## config.mk

```make
export PLATFORM = sky130hd
export DESIGN_NAME = rgb_fade_controller_unit
export DESIGN_NICKNAME = d
export VERILOG_FILES = /design/src/sv/rfc_pkg.sv /design/src/sv/rfc_interp.sv /design/src/sv/rgb_fade_controller_unit.sv
export SDC_FILE = /design/constraint.sdc
export NUM_CORES = 2
export LEC_CHECK = 0
export ABC_AREA = 1
export BUFFER_PORTS_ARGS = -buffer_cell sky130_fd_sc_hd__buf_2
export CORE_ASPECT_RATIO = 1.2
export CORE_MARGIN = 1.5
export CORE_UTILIZATION = 28
export CTS_CLUSTER_SIZE = 8
export DETAILED_ROUTE_END_ITERATION = 16
export PLACE_DENSITY_LB_ADDON = 0.3
export RECOVER_POWER = 25
export SLEW_MARGIN = 20
export SYNTH_ARGS = -nofsm -noshare
export SYNTH_HDL_FRONTEND = slang
export SYNTH_SLANG_ARGS = --single-unit
```

## constraint.sdc

```tcl
create_clock -name clk -period 14.5 [get_ports clk]
set_input_delay 0.725 -clock clk [delete_from_list [all_inputs] [get_ports clk]]
set_output_delay 0.725 -clock clk [all_outputs]
set_load 0.01 [all_outputs]
```

## src/sv/rfc_pkg.sv

```systemverilog
// rfc_pkg: shared types, constants and helper functions for the RGB fade controller.
// Used by rfc_interp and rgb_fade_controller_unit; has no dependencies of its own.
package rfc_pkg;

    localparam int TIME_BITS_DEFAULT = 32;
    localparam int STEP_W            = 16;
    localparam int LVL_W             = 8;
    localparam int CMD_W             = 4;
    localparam int QUO_W             = 8;
    localparam int NUM_CH            = 3;
    localparam int PROD_W            = LVL_W + STEP_W;

    localparam logic [STEP_W-1:0] STEP_RESET = 16'd10;
    localparam logic [LVL_W-1:0]  FULL_SCALE = 8'd99;

    typedef enum logic [CMD_W-1:0] {
        CMD_TICK       = 4'd0,
        CMD_HARD_ON    = 4'd1,
        CMD_HARD_OFF   = 4'd2,
        CMD_FADE_ON    = 4'd3,
        CMD_FADE_OFF   = 4'd4,
        CMD_SET_LEVEL  = 4'd5,
        CMD_FADE_LEVEL = 4'd6,
        CMD_SET_COLOR  = 4'd7,
        CMD_FADE_COLOR = 4'd8,
        CMD_TOGGLE     = 4'd9
    } cmd_t;

    typedef enum logic [2:0] {
        ST_IDLE,
        ST_EXEC,
        ST_TICK_CHK,
        ST_TICK_SPAN,
        ST_TICK_END,
        ST_INTERP,
        ST_WAIT,
        ST_FINISH
    } state_t;

    typedef struct packed {
        logic busy;
        logic done;
    } ip_stat_t;

    // x * 99 / 255, truncated; divide by 255 via (p + (p >> 8) + 1) >> 8
    function automatic logic [LVL_W-1:0] scale_level(input logic [LVL_W-1:0] x);
        logic [14:0] p;
        logic [15:0] s;
        p = 15'(x) * 15'(FULL_SCALE);
        s = 16'(p) + 16'(p >> 8) + 16'd1;
        return s[15:8];
    endfunction

    function automatic logic [LVL_W-1:0] abs_diff(input logic [LVL_W-1:0] a,
                                                   input logic [LVL_W-1:0] b);
        return (a > b) ? (a - b) : (b - a);
    endfunction

endpackage

```

## src/sv/rfc_interp.sv

```systemverilog
// rfc_interp: shared interpolation unit, elapsed * delta / span for one channel.
// One multiply on start, then an 8-step restoring divide. Depends on rfc_pkg.
module rfc_interp #(
    parameter int TIME_BITS = rfc_pkg::TIME_BITS_DEFAULT
) (
    input  logic                      clk,
    input  logic                      rst_n,
    input  logic                      start,
    input  logic [TIME_BITS-1:0]      elapsed,
    input  logic [TIME_BITS-1:0]      span,
    input  logic [rfc_pkg::LVL_W-1:0] delta,
    output rfc_pkg::ip_stat_t         stat,
    output logic [rfc_pkg::QUO_W-1:0] quotient
);
    import rfc_pkg::*;

    localparam int DW = TIME_BITS + LVL_W;
    localparam int CW = $clog2(QUO_W);

    logic [DW-1:0]    rem_reg, rem_next;
    logic [DW-1:0]    dsh_reg, dsh_next;
    logic [QUO_W-1:0] q_reg, q_next;
    logic [CW-1:0]    cnt_reg, cnt_next;
    logic             busy_reg, busy_next;
    logic             done_reg, done_next;
    logic             ge;

    always_comb
    begin
        rem_next  = rem_reg;
        dsh_next  = dsh_reg;
        q_next    = q_reg;
        cnt_next  = cnt_reg;
        busy_next = busy_reg;
        done_next = 1'b0;
        ge        = (rem_reg >= dsh_reg);
        if (start)
        begin
            rem_next  = DW'(elapsed) * DW'(delta);
            dsh_next  = DW'(span) << (QUO_W - 1);
            q_next    = '0;
            cnt_next  = '0;
            busy_next = 1'b1;
        end
        else if (busy_reg)
        begin
            if (ge)
            begin
                rem_next = rem_reg - dsh_reg;
            end
            q_next   = {q_reg[QUO_W-2:0], ge};
            dsh_next = dsh_reg >> 1;
            cnt_next = cnt_reg + 1'b1;
            if (cnt_reg == CW'(QUO_W - 1))
            begin
                busy_next = 1'b0;
                done_next = 1'b1;
            end
        end
    end

    always_ff @(posedge clk or negedge rst_n)
    begin
        if (!rst_n)
        begin
            cnt_reg  <= '0;
            busy_reg <= 1'b0;
            done_reg <= 1'b0;
        end
        else
        begin
            cnt_reg  <= cnt_next;
            busy_reg <= busy_next;
            done_reg <= done_next;
        end
    end

    always_ff @(posedge clk)
    begin
        rem_reg <= rem_next;
        dsh_reg <= dsh_next;
        q_reg   <= q_next;
    end

    assign stat     = '{busy: busy_reg, done: done_reg};
    assign quotient = q_reg;

endmodule

```

## src/sv/rgb_fade_controller_unit.sv

```systemverilog
// rgb_fade_controller_unit: three-channel RGB controller with linear fades.
// Command sequencer and light state; uses rfc_pkg and one shared rfc_interp unit.
//
//   channel   signals                                  direction
//   command   cmd_valid, cmd_stall, command, red,      in
//             green, blue
//   result    res_valid, res_stall, out_red,           out
//             out_green, out_blue, is_on, fading
//   config    step_wr_en, step_wr_data                 in
//
// Non-tick commands pass through EXEC and FINISH; a tick with no step due adds TICK_CHK.
// A fade step adds TICK_SPAN, TICK_END and, unless the fade ends, a divide per channel.
// cmd_stall is high from acceptance until the result is loaded into the output register.
// Reset: levels 99, light off, no fade, step time 10 ms.
// A held result (res_stall high) delays loading of the next one only.
module rgb_fade_controller_unit #(
    parameter int TIME_BITS = rfc_pkg::TIME_BITS_DEFAULT
) (
    input  logic                       clk,
    input  logic                       rst_n,
    input  logic                       step_wr_en,
    input  logic [rfc_pkg::STEP_W-1:0] step_wr_data,
    input  logic                       cmd_valid,
    output logic                       cmd_stall,
    input  logic [rfc_pkg::CMD_W-1:0]  command,
    input  logic [rfc_pkg::LVL_W-1:0]  red,
    input  logic [rfc_pkg::LVL_W-1:0]  green,
    input  logic [rfc_pkg::LVL_W-1:0]  blue,
    output logic                       res_valid,
    input  logic                       res_stall,
    output logic [rfc_pkg::LVL_W-1:0]  out_red,
    output logic [rfc_pkg::LVL_W-1:0]  out_green,
    output logic [rfc_pkg::LVL_W-1:0]  out_blue,
    output logic                       is_on,
    output logic                       fading
);
    import rfc_pkg::*;

    localparam int PW = (TIME_BITS > PROD_W) ? TIME_BITS : PROD_W;

    state_t               state_reg, state_next;
    logic [CMD_W-1:0]     cmd_reg, cmd_next;
    logic [LVL_W-1:0]     raw_reg [NUM_CH];
    logic [LVL_W-1:0]     raw_next [NUM_CH];
    logic [STEP_W-1:0]    step_reg, step_next;
    logic [TIME_BITS-1:0] now_reg, now_next;
    logic [TIME_BITS-1:0] last_reg, last_next;
    logic [TIME_BITS-1:0] begin_reg, begin_next;
    logic [TIME_BITS-1:0] fin_reg, fin_next;
    logic [TIME_BITS-1:0] span_reg, span_next;
    logic [TIME_BITS-1:0] el_reg, el_next;
    logic [LVL_W-1:0]     cur_reg [NUM_CH];
    logic [LVL_W-1:0]     cur_next [NUM_CH];
    logic [LVL_W-1:0]     start_reg [NUM_CH];
    logic [LVL_W-1:0]     start_next [NUM_CH];
    logic [LVL_W-1:0]     tgt_reg [NUM_CH];
    logic [LVL_W-1:0]     tgt_next [NUM_CH];
    logic [LVL_W-1:0]     bak_reg [NUM_CH];
    logic [LVL_W-1:0]     bak_next [NUM_CH];
    logic                 on_reg, on_next;
    logic [1:0]           chan_reg, chan_next;
    logic                 res_valid_reg, res_valid_next;
    logic [LVL_W-1:0]     ored_reg, ogrn_reg, oblu_reg;
    logic                 oon_reg, ofade_reg;
    logic                 out_load;

    logic [LVL_W-1:0]     col [NUM_CH];
    logic [LVL_W-1:0]     goal [NUM_CH];
    logic [LVL_W-1:0]     big;
    logic [PROD_W-1:0]    prod;
    logic [TIME_BITS-1:0] fin_calc;
    logic [TIME_BITS-1:0] last_plus;
    logic [TIME_BITS-1:0] now_plus;
    logic                 do_fade;
    logic                 ip_start;
    logic [LVL_W-1:0]     ip_delta;
    logic [QUO_W-1:0]     ip_quo;
    ip_stat_t             ip_stat;
    logic                 ip_neg;
    logic [LVL_W-1:0]     new_lvl;

    rfc_interp #(
        .TIME_BITS (TIME_BITS)
    ) u_interp (
        .clk      (clk),
        .rst_n    (rst_n),
        .start    (ip_start),
        .elapsed  (el_reg),
        .span     (span_reg),
        .delta    (ip_delta),
        .stat     (ip_stat),
        .quotient (ip_quo)
    );

    always_comb
    begin
        for (int k = 0; k < NUM_CH; k++)
        begin
            col[k] = scale_level(raw_reg[k]);
            case (cmd_reg)
                CMD_FADE_ON:    goal[k] = bak_reg[k];
                CMD_FADE_LEVEL: goal[k] = raw_reg[0];
                CMD_FADE_COLOR: goal[k] = col[k];
                default:        goal[k] = '0;
            endcase
        end
        big = '0;
        for (int k = 0; k < NUM_CH; k++)
        begin
            if (abs_diff(cur_reg[k], goal[k]) > big)
            begin
                big = abs_diff(cur_reg[k], goal[k]);
            end
        end
    end

    assign prod      = PROD_W'(big) * PROD_W'(step_reg);
    assign fin_calc  = TIME_BITS'(PW'(now_reg) + PW'(prod));
    assign last_plus = last_reg + TIME_BITS'(step_reg);
    assign now_plus  = now_reg + TIME_BITS'(step_reg);
    assign ip_start  = (state_reg == ST_INTERP);
    assign ip_delta  = abs_diff(tgt_reg[chan_reg], start_reg[chan_reg]);
    assign ip_neg    = tgt_reg[chan_reg] < start_reg[chan_reg];
    assign new_lvl   = ip_neg ? (start_reg[chan_reg] - ip_quo)
                              : (start_reg[chan_reg] + ip_quo);

    always_comb
    begin
        state_next     = state_reg;
        cmd_next       = cmd_reg;
        raw_next       = raw_reg;
        step_next      = step_reg;
        now_next       = now_reg;
        last_next      = last_reg;
        begin_next     = begin_reg;
        fin_next       = fin_reg;
        span_next      = span_reg;
        el_next        = el_reg;
        cur_next       = cur_reg;
        start_next     = start_reg;
        tgt_next       = tgt_reg;
        bak_next       = bak_reg;
        on_next        = on_reg;
        chan_next      = chan_reg;
        res_valid_next = res_valid_reg;
        out_load       = 1'b0;
        do_fade        = 1'b0;

        if (step_wr_en)
        begin
            step_next = step_wr_data;
        end
        if (res_valid_reg && !res_stall)
        begin
            res_valid_next = 1'b0;
        end

        case (state_reg)
            ST_IDLE:
            begin
                if (cmd_valid)
                begin
                    cmd_next    = command;
                    raw_next[0] = red;
                    raw_next[1] = green;
                    raw_next[2] = blue;
                    state_next  = ST_EXEC;
                end
            end
            ST_EXEC:
            begin
                state_next = ST_FINISH;
                case (cmd_reg)
                    CMD_TICK:
                    begin
                        now_next   = now_reg + 1'b1;
                        state_next = ST_TICK_CHK;
                    end
                    CMD_HARD_ON:
                    begin
                        if (!on_reg)
                        begin
                            on_next  = 1'b1;
                            cur_next = bak_reg;
                        end
                    end
                    CMD_HARD_OFF:
                    begin
                        if (on_reg)
                        begin
                            on_next  = 1'b0;
                            bak_next = tgt_reg;
                            for (int k = 0; k < NUM_CH; k++)
                            begin
                                cur_next[k] = '0;
                            end
                        end
                    end
                    CMD_FADE_ON:
                    begin
                        if (!on_reg)
                        begin
                            on_next = 1'b1;
                            do_fade = 1'b1;
                        end
                    end
                    CMD_FADE_OFF:
                    begin
                        if (on_reg)
                        begin
                            on_next  = 1'b0;
                            bak_next = tgt_reg;
                            do_fade  = 1'b1;
                        end
                    end
                    CMD_SET_LEVEL:
                    begin
                        for (int k = 0; k < NUM_CH; k++)
                        begin
                            cur_next[k] = raw_reg[0];
                            tgt_next[k] = raw_reg[0];
                        end
                        on_next = (raw_reg[0] != '0);
                    end
                    CMD_FADE_LEVEL:
                    begin
                        on_next = (raw_reg[0] != '0);
                        do_fade = 1'b1;
                    end
                    CMD_SET_COLOR:
                    begin
                        cur_next = col;
                        tgt_next = col;
                        on_next  = (col[0] != '0) || (col[1] != '0) || (col[2] != '0);
                    end
                    CMD_FADE_COLOR:
                    begin
                        on_next = (raw_reg[0] != '0) || (raw_reg[1] != '0)
                               || (raw_reg[2] != '0);
                        do_fade = 1'b1;
                    end
                    CMD_TOGGLE:
                    begin
                        if (!on_reg)
                        begin
                            cur_next = bak_reg;
                        end
                        else
                        begin
                            bak_next = tgt_reg;
                            for (int k = 0; k < NUM_CH; k++)
                            begin
                                cur_next[k] = '0;
                            end
                        end
                        on_next = !on_reg;
                    end
                    default:
                    begin
                        state_next = ST_FINISH;
                    end
                endcase
                if (do_fade)
                begin
                    tgt_next   = goal;
                    start_next = cur_reg;
                    begin_next = now_reg;
                    fin_next   = fin_calc;
                end
            end
            ST_TICK_CHK:
            begin
                if ((fin_reg == '0) || (now_reg < last_plus))
                begin
                    state_next = ST_FINISH;
                end
                else
                begin
                    last_next  = now_reg;
                    state_next = ST_TICK_SPAN;
                end
            end
            ST_TICK_SPAN:
            begin
                span_next  = fin_reg - begin_reg;
                el_next    = now_reg - begin_reg;
                state_next = ST_TICK_END;
            end
            ST_TICK_END:
            begin
                // last step time equals now here
                if ((now_plus > fin_reg) || (span_reg == '0))
                begin
                    cur_next   = tgt_reg;
                    fin_next   = '0;
                    state_next = ST_FINISH;
                end
                else
                begin
                    if (el_reg > span_reg)
                    begin
                        el_next = span_reg;
                    end
                    chan_next  = '0;
                    state_next = ST_INTERP;
                end
            end
            ST_INTERP:
            begin
                state_next = ST_WAIT;
            end
            ST_WAIT:
            begin
                if (ip_stat.done)
                begin
                    cur_next[chan_reg] = new_lvl;
                    if (chan_reg == 2'(NUM_CH - 1))
                    begin
                        state_next = ST_FINISH;
                    end
                    else
                    begin
                        chan_next  = chan_reg + 1'b1;
                        state_next = ST_INTERP;
                    end
                end
            end
            ST_FINISH:
            begin
                if (!res_valid_reg || !res_stall)
                begin
                    res_valid_next = 1'b1;
                    out_load       = 1'b1;
                    state_next     = ST_IDLE;
                end
            end
            default:
            begin
                state_next = ST_IDLE;
            end
        endcase
    end

    always_ff @(posedge clk or negedge rst_n)
    begin
        if (!rst_n)
        begin
            state_reg <= ST_IDLE;
        end
        else
        begin
            state_reg <= state_next;
        end
    end

    always_ff @(posedge clk or negedge rst_n)
    begin
        if (!rst_n)
        begin
            step_reg      <= STEP_RESET;
            now_reg       <= '0;
            last_reg      <= '0;
            begin_reg     <= '0;
            fin_reg       <= '0;
            on_reg        <= 1'b0;
            chan_reg      <= '0;
            res_valid_reg <= 1'b0;
            for (int k = 0; k < NUM_CH; k++)
            begin
                cur_reg[k]   <= FULL_SCALE;
                start_reg[k] <= FULL_SCALE;
                tgt_reg[k]   <= FULL_SCALE;
                bak_reg[k]   <= FULL_SCALE;
            end
        end
        else
        begin
            step_reg      <= step_next;
            now_reg       <= now_next;
            last_reg      <= last_next;
            begin_reg     <= begin_next;
            fin_reg       <= fin_next;
            on_reg        <= on_next;
            chan_reg      <= chan_next;
            res_valid_reg <= res_valid_next;
            cur_reg       <= cur_next;
            start_reg     <= start_next;
            tgt_reg       <= tgt_next;
            bak_reg       <= bak_next;
        end
    end

    always_ff @(posedge clk)
    begin
        cmd_reg  <= cmd_next;
        raw_reg  <= raw_next;
        span_reg <= span_next;
        el_reg   <= el_next;
        if (out_load)
        begin
            ored_reg  <= cur_reg[0];
            ogrn_reg  <= cur_reg[1];
            oblu_reg  <= cur_reg[2];
            oon_reg   <= on_reg;
            ofade_reg <= (fin_reg != '0);
        end
    end

    assign cmd_stall = (state_reg != ST_IDLE);
    assign res_valid = res_valid_reg;
    assign out_red   = ored_reg;
    assign out_green = ogrn_reg;
    assign out_blue  = oblu_reg;
    assign is_on     = oon_reg;
    assign fading    = ofade_reg;

`ifndef SYNTHESIS
    a_res_from_finish: assert property (@(posedge clk) disable iff (!rst_n)
        $rose(res_valid_reg) |-> $past(state_reg == ST_FINISH))
        else $error("result raised outside finish state");

    a_unit_idle: assert property (@(posedge clk) disable iff (!rst_n)
        (state_reg == ST_IDLE) |-> !ip_stat.busy)
        else $error("interpolation unit busy while sequencer idle");

    a_done_in_wait: assert property (@(posedge clk) disable iff (!rst_n)
        ip_stat.done |-> (state_reg == ST_WAIT))
        else $error("interpolation done outside wait state");

    a_end_at_target: assert property (@(posedge clk) disable iff (!rst_n)
        ((state_reg == ST_FINISH) && $past(state_reg == ST_TICK_END))
        |-> ((fin_reg == '0) && (cur_reg[0] == tgt_reg[0])
             && (cur_reg[1] == tgt_reg[1]) && (cur_reg[2] == tgt_reg[2])))
        else $error("fade ended away from target");
`endif

endmodule
```

Word level (Yosys, flattened, before mapping)
Cells that the tools add are included.
- input bits: 49
- logic and storage cells: 234
- register bits after elaboration: 457
- equality and inequality tests: 29
- add/sub/neg operators: 25
- $mul: 5
- muxes and demuxes: 70
- reductions and logical operators: 50
- bitwise gates (word level): 2
- order comparisons: 14
- operators by type and width (cell ; count):
    $mux 24 ; 6
    $mux 32 ; 4
    $pmux 32 s2 ; 2
    $mux 40 ; 3
    $pmux 24 s5 ; 1
    $mux 8 ; 13
    $mux 39 ; 2
    $pmux 24 s3 ; 1
    $pmux 8 s3 ; 3
    $sub 8x8->8 ; 9
    $add 32x16->32 ; 2
    $gt 32x32->1 ; 2
    $logic_not 32->1 ; 2
    $sub 32x32->32 ; 2
    $add 15x7->16 ; 3
    $add 16x1->16 const B ; 3
    $gt 8x8->1 ; 6
    $pmux 24 s2 ; 1
    $reduce_bool 8->1 ; 6
    $mul 8x7->15 const B ; 3
    $ge 40x39->1 ; 1
    $mul 32x8->40 ; 1
    $sub 40x39->40 ; 1
    $add 32x1->32 const B ; 1
    49 further kinds ; 117

Longest topological paths before layout
- word-level depth: 16
- gate-level depth with buffers: 86
- depth with buffers taken out: 84

Hierarchy
A second synthesis with hierarchy kept.
- cells, all modules: 7141
- area, all modules: 52625.5 µm²
- modules (own cells, without submodules) (module ; area each (µm²) ; sequential area each (µm²) ; times used ; cells an instance):
    rgb_fade_controller_unit ; 36756.5 ; 9786.9 ; 1 ; 4741
    rfc_interp ; 15869.0 ; 2587.5 ; 1 ; 2400

Worst setup path after synthesis
OpenSTA, ideal clock, no wires.
- path kind: register to register
- start: register raw_reg[17] (netlist bit)
- end: register fin_reg[25]
- arrival time: 12.851 ns
- setup slack: 1.531 ns
- stages on the path, launching flop included: 78
- path buffers: 2
- cell sequence: edfxtp_1 -> ha_1 -> fa_1 -> ha_1 -> fa_1 -> ha_1 -> a21oi_1 -> o21a_1 -> nand2_1 -> nand2_1 -> nand3b_1 -> nand2_1 -> inv_1 -> ha_1 -> nand2_1 -> nor2_1 -> a211oi_1 -> nand2_1 -> (+42 left out) -> inv_1 -> fa_1 -> fa_1 -> inv_1 -> ha_1 -> a21oi_1 -> o21ai_0 -> a21oi_1 -> o21ai_1 -> inv_1 -> o21ai_1 -> a21oi_1 -> o31ai_1 -> nand2_1 -> nand2_1 -> nand2_1 -> nand3_1 -> nand2_1
- word-level cells in the longest chain between the ends: 16
- RTL lines (element ; line ; RTL):
    from (decl) ; rgb_fade_controller_unit.sv:43 ; logic [LVL_W-1:0] raw_reg [NUM_CH];
    from (signal assigned) ; rgb_fade_controller_unit.sv:396 ; raw_reg <= raw_next;
    $mul 8x7->15 ; rfc_pkg.sv:49 ; p = 15'(x) * 15'(FULL_SCALE);
    $add 15x7->16 ; rfc_pkg.sv:50 ; s = 16'(p) + 16'(p >> 8) + 16'd1;
    $add 16x1->16 ; rfc_pkg.sv:50 ;
    $pmux 8 s3 ; rgb_fade_controller_unit.sv:100 ; case (cmd_reg)
    $sub 8x8->8 or $gt 8x8->1 (tied branches) ; rfc_pkg.sv:56 ; return (a > b) ? (a - b) : (b - a);
    $mux 8 ; rfc_pkg.sv:56 ;
    $gt 8x1->1 ; rgb_fade_controller_unit.sv:110 ; if (abs_diff(cur_reg[k], goal[k]) > big)
    $mux 8 ; rgb_fade_controller_unit.sv:110 ;
    $gt 8x8->1 ; rgb_fade_controller_unit.sv:110 ;
    $mux 8 ; rgb_fade_controller_unit.sv:110 ;
    $gt 8x8->1 ; rgb_fade_controller_unit.sv:110 ;
    $mux 8 * ; rgb_fade_controller_unit.sv:110 ;
    $mul 8x16->24 * ; rgb_fade_controller_unit.sv:117 ; assign prod = PROD_W'(big) * PROD_W'(step_reg);
    $add 32x24->32 * ; rgb_fade_controller_unit.sv:118 ; assign fin_calc = TIME_BITS'(PW'(now_reg) + PW'(prod));
    $mux 32 * ; rgb_fade_controller_unit.sv:263 ; if (do_fade)
    $pmux 32 s2 * ; rgb_fade_controller_unit.sv:158 ; case (state_reg)
    to (signal assigned) ; rgb_fade_controller_unit.sv:382 ; fin_reg <= fin_next;
    to (decl) ; rgb_fade_controller_unit.sv:49 ; logic [TIME_BITS-1:0] fin_reg, fin_next;
Mark *: on every way between the ends. The rest lies on a longest branch, timed or not. The select of a mux whose other input is x is not followed.
A chain may end at the register's enable or synchronous reset.

Final worst setup path
- start: register raw_reg[18] (netlist bit)
- end: register fin_reg[28]
The elaborated chain is that of the path after synthesis.

==> reports/qor.json <==
{
  "cts_htree_levels": 3,
  "fp.coreArea_um2": 177000,
  "post_synth_edffs": 190,
  "cp.required_ns": 15.02,
  "route.vias.total": 43900,
  "instance_count_after_placement_with_tap_cells_included": 8819,
  "synth_sequential_area_ratio": 0.247,
  "final_setup_viols": 0,
  "cts_num_sinks": 457,
  "grt_max_degree": 87,
  "critical_path.max_fanout": 9,
  "number_of_global_route_vias_before_repair": 44100,
  "detailedRoute.firstPassIterationCount": 6,
  "drt.antenna.violating_nets": 0,
  "ctsLongestPathBuffers": 3,
  "die_h_um": 466,
  "detail_route.wirelength_mm": 161,
  "finalClockSkew_ns": 0.0467,
  "place_hpwl_mm": 132,
  "synth.ff_latch_count": 457,
  "die_outline_area_um2": 181000,
  "fin_crit_sh": 0.939,
  "routabilityCongestion": 0.947,
  "dieWidth_um": 389,
  "antenna_found_initial": 8,
  "violations": "capacitance limit, slew limit",
  "fraction_of_synthesis_flops_using_an_asynchronous_set_or_reset_pin": 0.551,
  "minimum_clock_period_ns": 13.62,
  "grt_pass1_wl_mm": 252,
  "grt_usage": 0.176,
  "cts-buffers-inserted": 71,
  "netlist-cell-type-count": 75,
  "drt_iter0_markers": 3236,
  "tritoncts": "built",
  "via_per_inst": 4.90,
  "syn_inst": 6522,
  "post_drt_wl_per_cell_um": 18.0,
  "syn-cell-area_um2": 50000,
  "largest_register_ffs": 40,
  "clock_insertion_delay_worst_skew_ns": 0.69,
  "grt_overflow": 0,
  "layout_area_overhead_pct": 11.0,
  "worstSetupStartpointType": "flop",
  "initial_core_utilization": 0.282,
  "slowest_delay_ns": 0.54,
  "ios": 77,
  "main_flop_type_after_synthesis": "sky130_fd_sc_hd__dfrtp_1",
  "max_slew_headroom": -2.27,
  "place.port_buffers": 76,
  "crit_slowest_cell": "sky130_fd_sc_hd__fa_1",
  "worst-setup-path-type": "flop to flop",
  "tightest_slew_ns": 4.90,
  "holdCritPathClass": "primary input to flop",
  "cts_hold_repair.buffers": 0,
  "hold_violations": 0,
  "rows": 169,
  "clock_tree.root_cell": "sky130_fd_sc_hd__clkbuf_16",
  "final-max-slew-violation-count": 140,
  "syn_area_per_cell_um2": 7.67,
  "clock.fmax_ghz": 0.0734,
  "critPathArrivalTime_ns": 14.14,
  "critical-path-top-cell-by-count": "sky130_fd_sc_hd__nand2_1",
  "yosysWarnings": 0,
  "drv.max_cap_violation_count": 2,
  "drc_viols": 0,
  "clk_transition_reported_paths_ns": 0.06,
  "fin_cells": 8951,
  "outcome": "finished, violations left",
  "cp-end-kind": "flop",
  "fraction_of_layout_instances_using_a_drive_strength_above_1": 0.0599,
  "synth_fp_nets": 7463,
  "final_net_count": 7535
}
worst paths after layout:
path | startpoint | end | slack (ns) | cells after the start
hold reg to reg | last_reg[11]$_DFFE_PN0P_ | last_reg[11]$_DFFE_PN0P_ | 0.49 | 2
setup / recovery | raw_reg[18]$_DFFE_PP_ | fin_reg[28]$_DFFE_PN0P_ | 0.88 | 70
min in group asynchronous | rst_n | begin_reg[24]$_DFFE_PN0P_ | 1.83 | 1
setup reg to reg | raw_reg[18]$_DFFE_PP_ | fin_reg[28]$_DFFE_PN0P_ | 0.88 | 70
max in group asynchronous | rst_n | bak_reg[12]$_DFFE_PN0P_ | 6.91 | 4
hold / removal | green[4] | raw_reg[12]$_DFFE_PP_ | 0.21 | 1
per-stage QoR:
step	util	hold slack [ns]	setup slack [ns]	cell area [um^2]	TNS (ns)
final	0.314	0.212	0.884	55600	0
after global routing	0.314	0.194	-0.0746	55600	-0.308
after CTS	0.312	0.0509	0.0606	55200	0
after detailed placement	0.300	0.471	0.129	53200	0
after global placement	0.300	0.461	0.275	53200	0
after floorplan	-	0.429	1.53	50000	0
cells by family (layout without fill, tap and decap cells):
logic type / Yosys count / count (layout) / share of synthesized area
AO/OA/AOI/OAI: 1327 / 1327 / 0.149
XOR/XNOR: 244 / 244 / 0.0430
adder cells (fa/ha/maj): 892 / 892 / 0.270
buffers and inverters: 1327 / 1446 / 0.101
flip-flops: 457 / 457 / 0.247
multiplexers: 5 / 5 / 0.00105
other: 0 / 2 / 0
AND/OR/NAND/NOR: 2270 / 2270 / 0.189
placed cells by master, fill, tap and decap left out, types with 37 or more instances in the layout:
cell	synthesis	layout
sky130_fd_sc_hd__a21oi_1	465	455
sky130_fd_sc_hd__a31oi_1	55	55
sky130_fd_sc_hd__buf_2	22	56
sky130_fd_sc_hd__buf_4	5	50
sky130_fd_sc_hd__clkbuf_1	92	54
sky130_fd_sc_hd__clkbuf_16	0	71
sky130_fd_sc_hd__dfrtp_1	202	201
sky130_fd_sc_hd__edfxtp_1	190	190
sky130_fd_sc_hd__fa_1	312	312
sky130_fd_sc_hd__ha_1	580	571
sky130_fd_sc_hd__inv_1	1178	1177
sky130_fd_sc_hd__nand2_1	1241	1233
sky130_fd_sc_hd__nand3_1	247	245
sky130_fd_sc_hd__nand4_1	68	68
sky130_fd_sc_hd__nor2_1	534	530
sky130_fd_sc_hd__nor3_1	56	56
sky130_fd_sc_hd__o211ai_1	37	37
sky130_fd_sc_hd__o21ai_0	519	513
sky130_fd_sc_hd__xnor2_1	63	63
sky130_fd_sc_hd__xor2_1	179	172
critical path, delay by kind of cell, from the launching register on:
family | cells | cell delay (ns)
adders and majority gates | 15 | 5.87
and+or+nand+nor | 27 | 3.11
AOI/OAI and AO/OA | 17 | 2.68
buffers and inverters | 9 | 0.75
xor gates and xnor gates | 2 | 0.56
DFF | 1 | 0.44
area by class of cell:
class	instances	area [um^2]
Clock buffer	106	1940
Fill cell	19000	122000
Sequential cell	457	12400
Multi-Input combinational cell	4738	32900
Inverter	1195	4490
Antenna cell	2	5.00
Clock inverter	14	133
Tap cell	2308	2890
Timing Repair Buffer	131	788
cell usage after synthesis (23+ instances only):
master	count	area (um^2)
sky130_fd_sc_hd__o22ai_1	33	206
sky130_fd_sc_hd__a21oi_1	465	2330
sky130_fd_sc_hd__dfstp_2	50	1310
sky130_fd_sc_hd__edfxtp_1	190	5710
sky130_fd_sc_hd__nor2_1	534	2000
sky130_fd_sc_hd__a31oi_1	55	344
sky130_fd_sc_hd__or2_2	29	181
sky130_fd_sc_hd__ha_1	580	7260
sky130_fd_sc_hd__o211ai_1	37	278
sky130_fd_sc_hd__xnor2_1	63	552
sky130_fd_sc_hd__dfrtp_1	202	5050
sky130_fd_sc_hd__nor3_1	56	280
sky130_fd_sc_hd__fa_1	312	6250
sky130_fd_sc_hd__xor2_1	179	1570
sky130_fd_sc_hd__nand4_1	68	425
sky130_fd_sc_hd__nand3_1	247	1240
sky130_fd_sc_hd__clkbuf_1	92	345
sky130_fd_sc_hd__nand2_1	1241	4660
sky130_fd_sc_hd__a21o_1	23	173
sky130_fd_sc_hd__o21ai_0	519	2600
sky130_fd_sc_hd__inv_1	1178	4420
sky130_fd_sc_hd__o221ai_1	29	254
sky130_fd_sc_hd__nor4_1	23	144
sky130_fd_sc_hd__o21ai_1	35	175
what timing repair did:
action,CTS,global route
setup endpoints to repair,0,23
resized for setup,0,62
buffers inserted,0,9
routing by layer:
layer  routed length (um)  GRT usage  vias to the layer above  part of all wire
met4                 5700     0.0638                        2             0.035
met5                    7          0                        -          0.000043
met1                73200      0.234                    20900              0.45
li1                     -          -                    21400                 -
met2                74200      0.295                     1213              0.46
met3                 8270     0.0203                      263             0.051
Power is not shown: default switching activity piles up to over one toggle a cycle in this logic, so the estimate is an artifact.
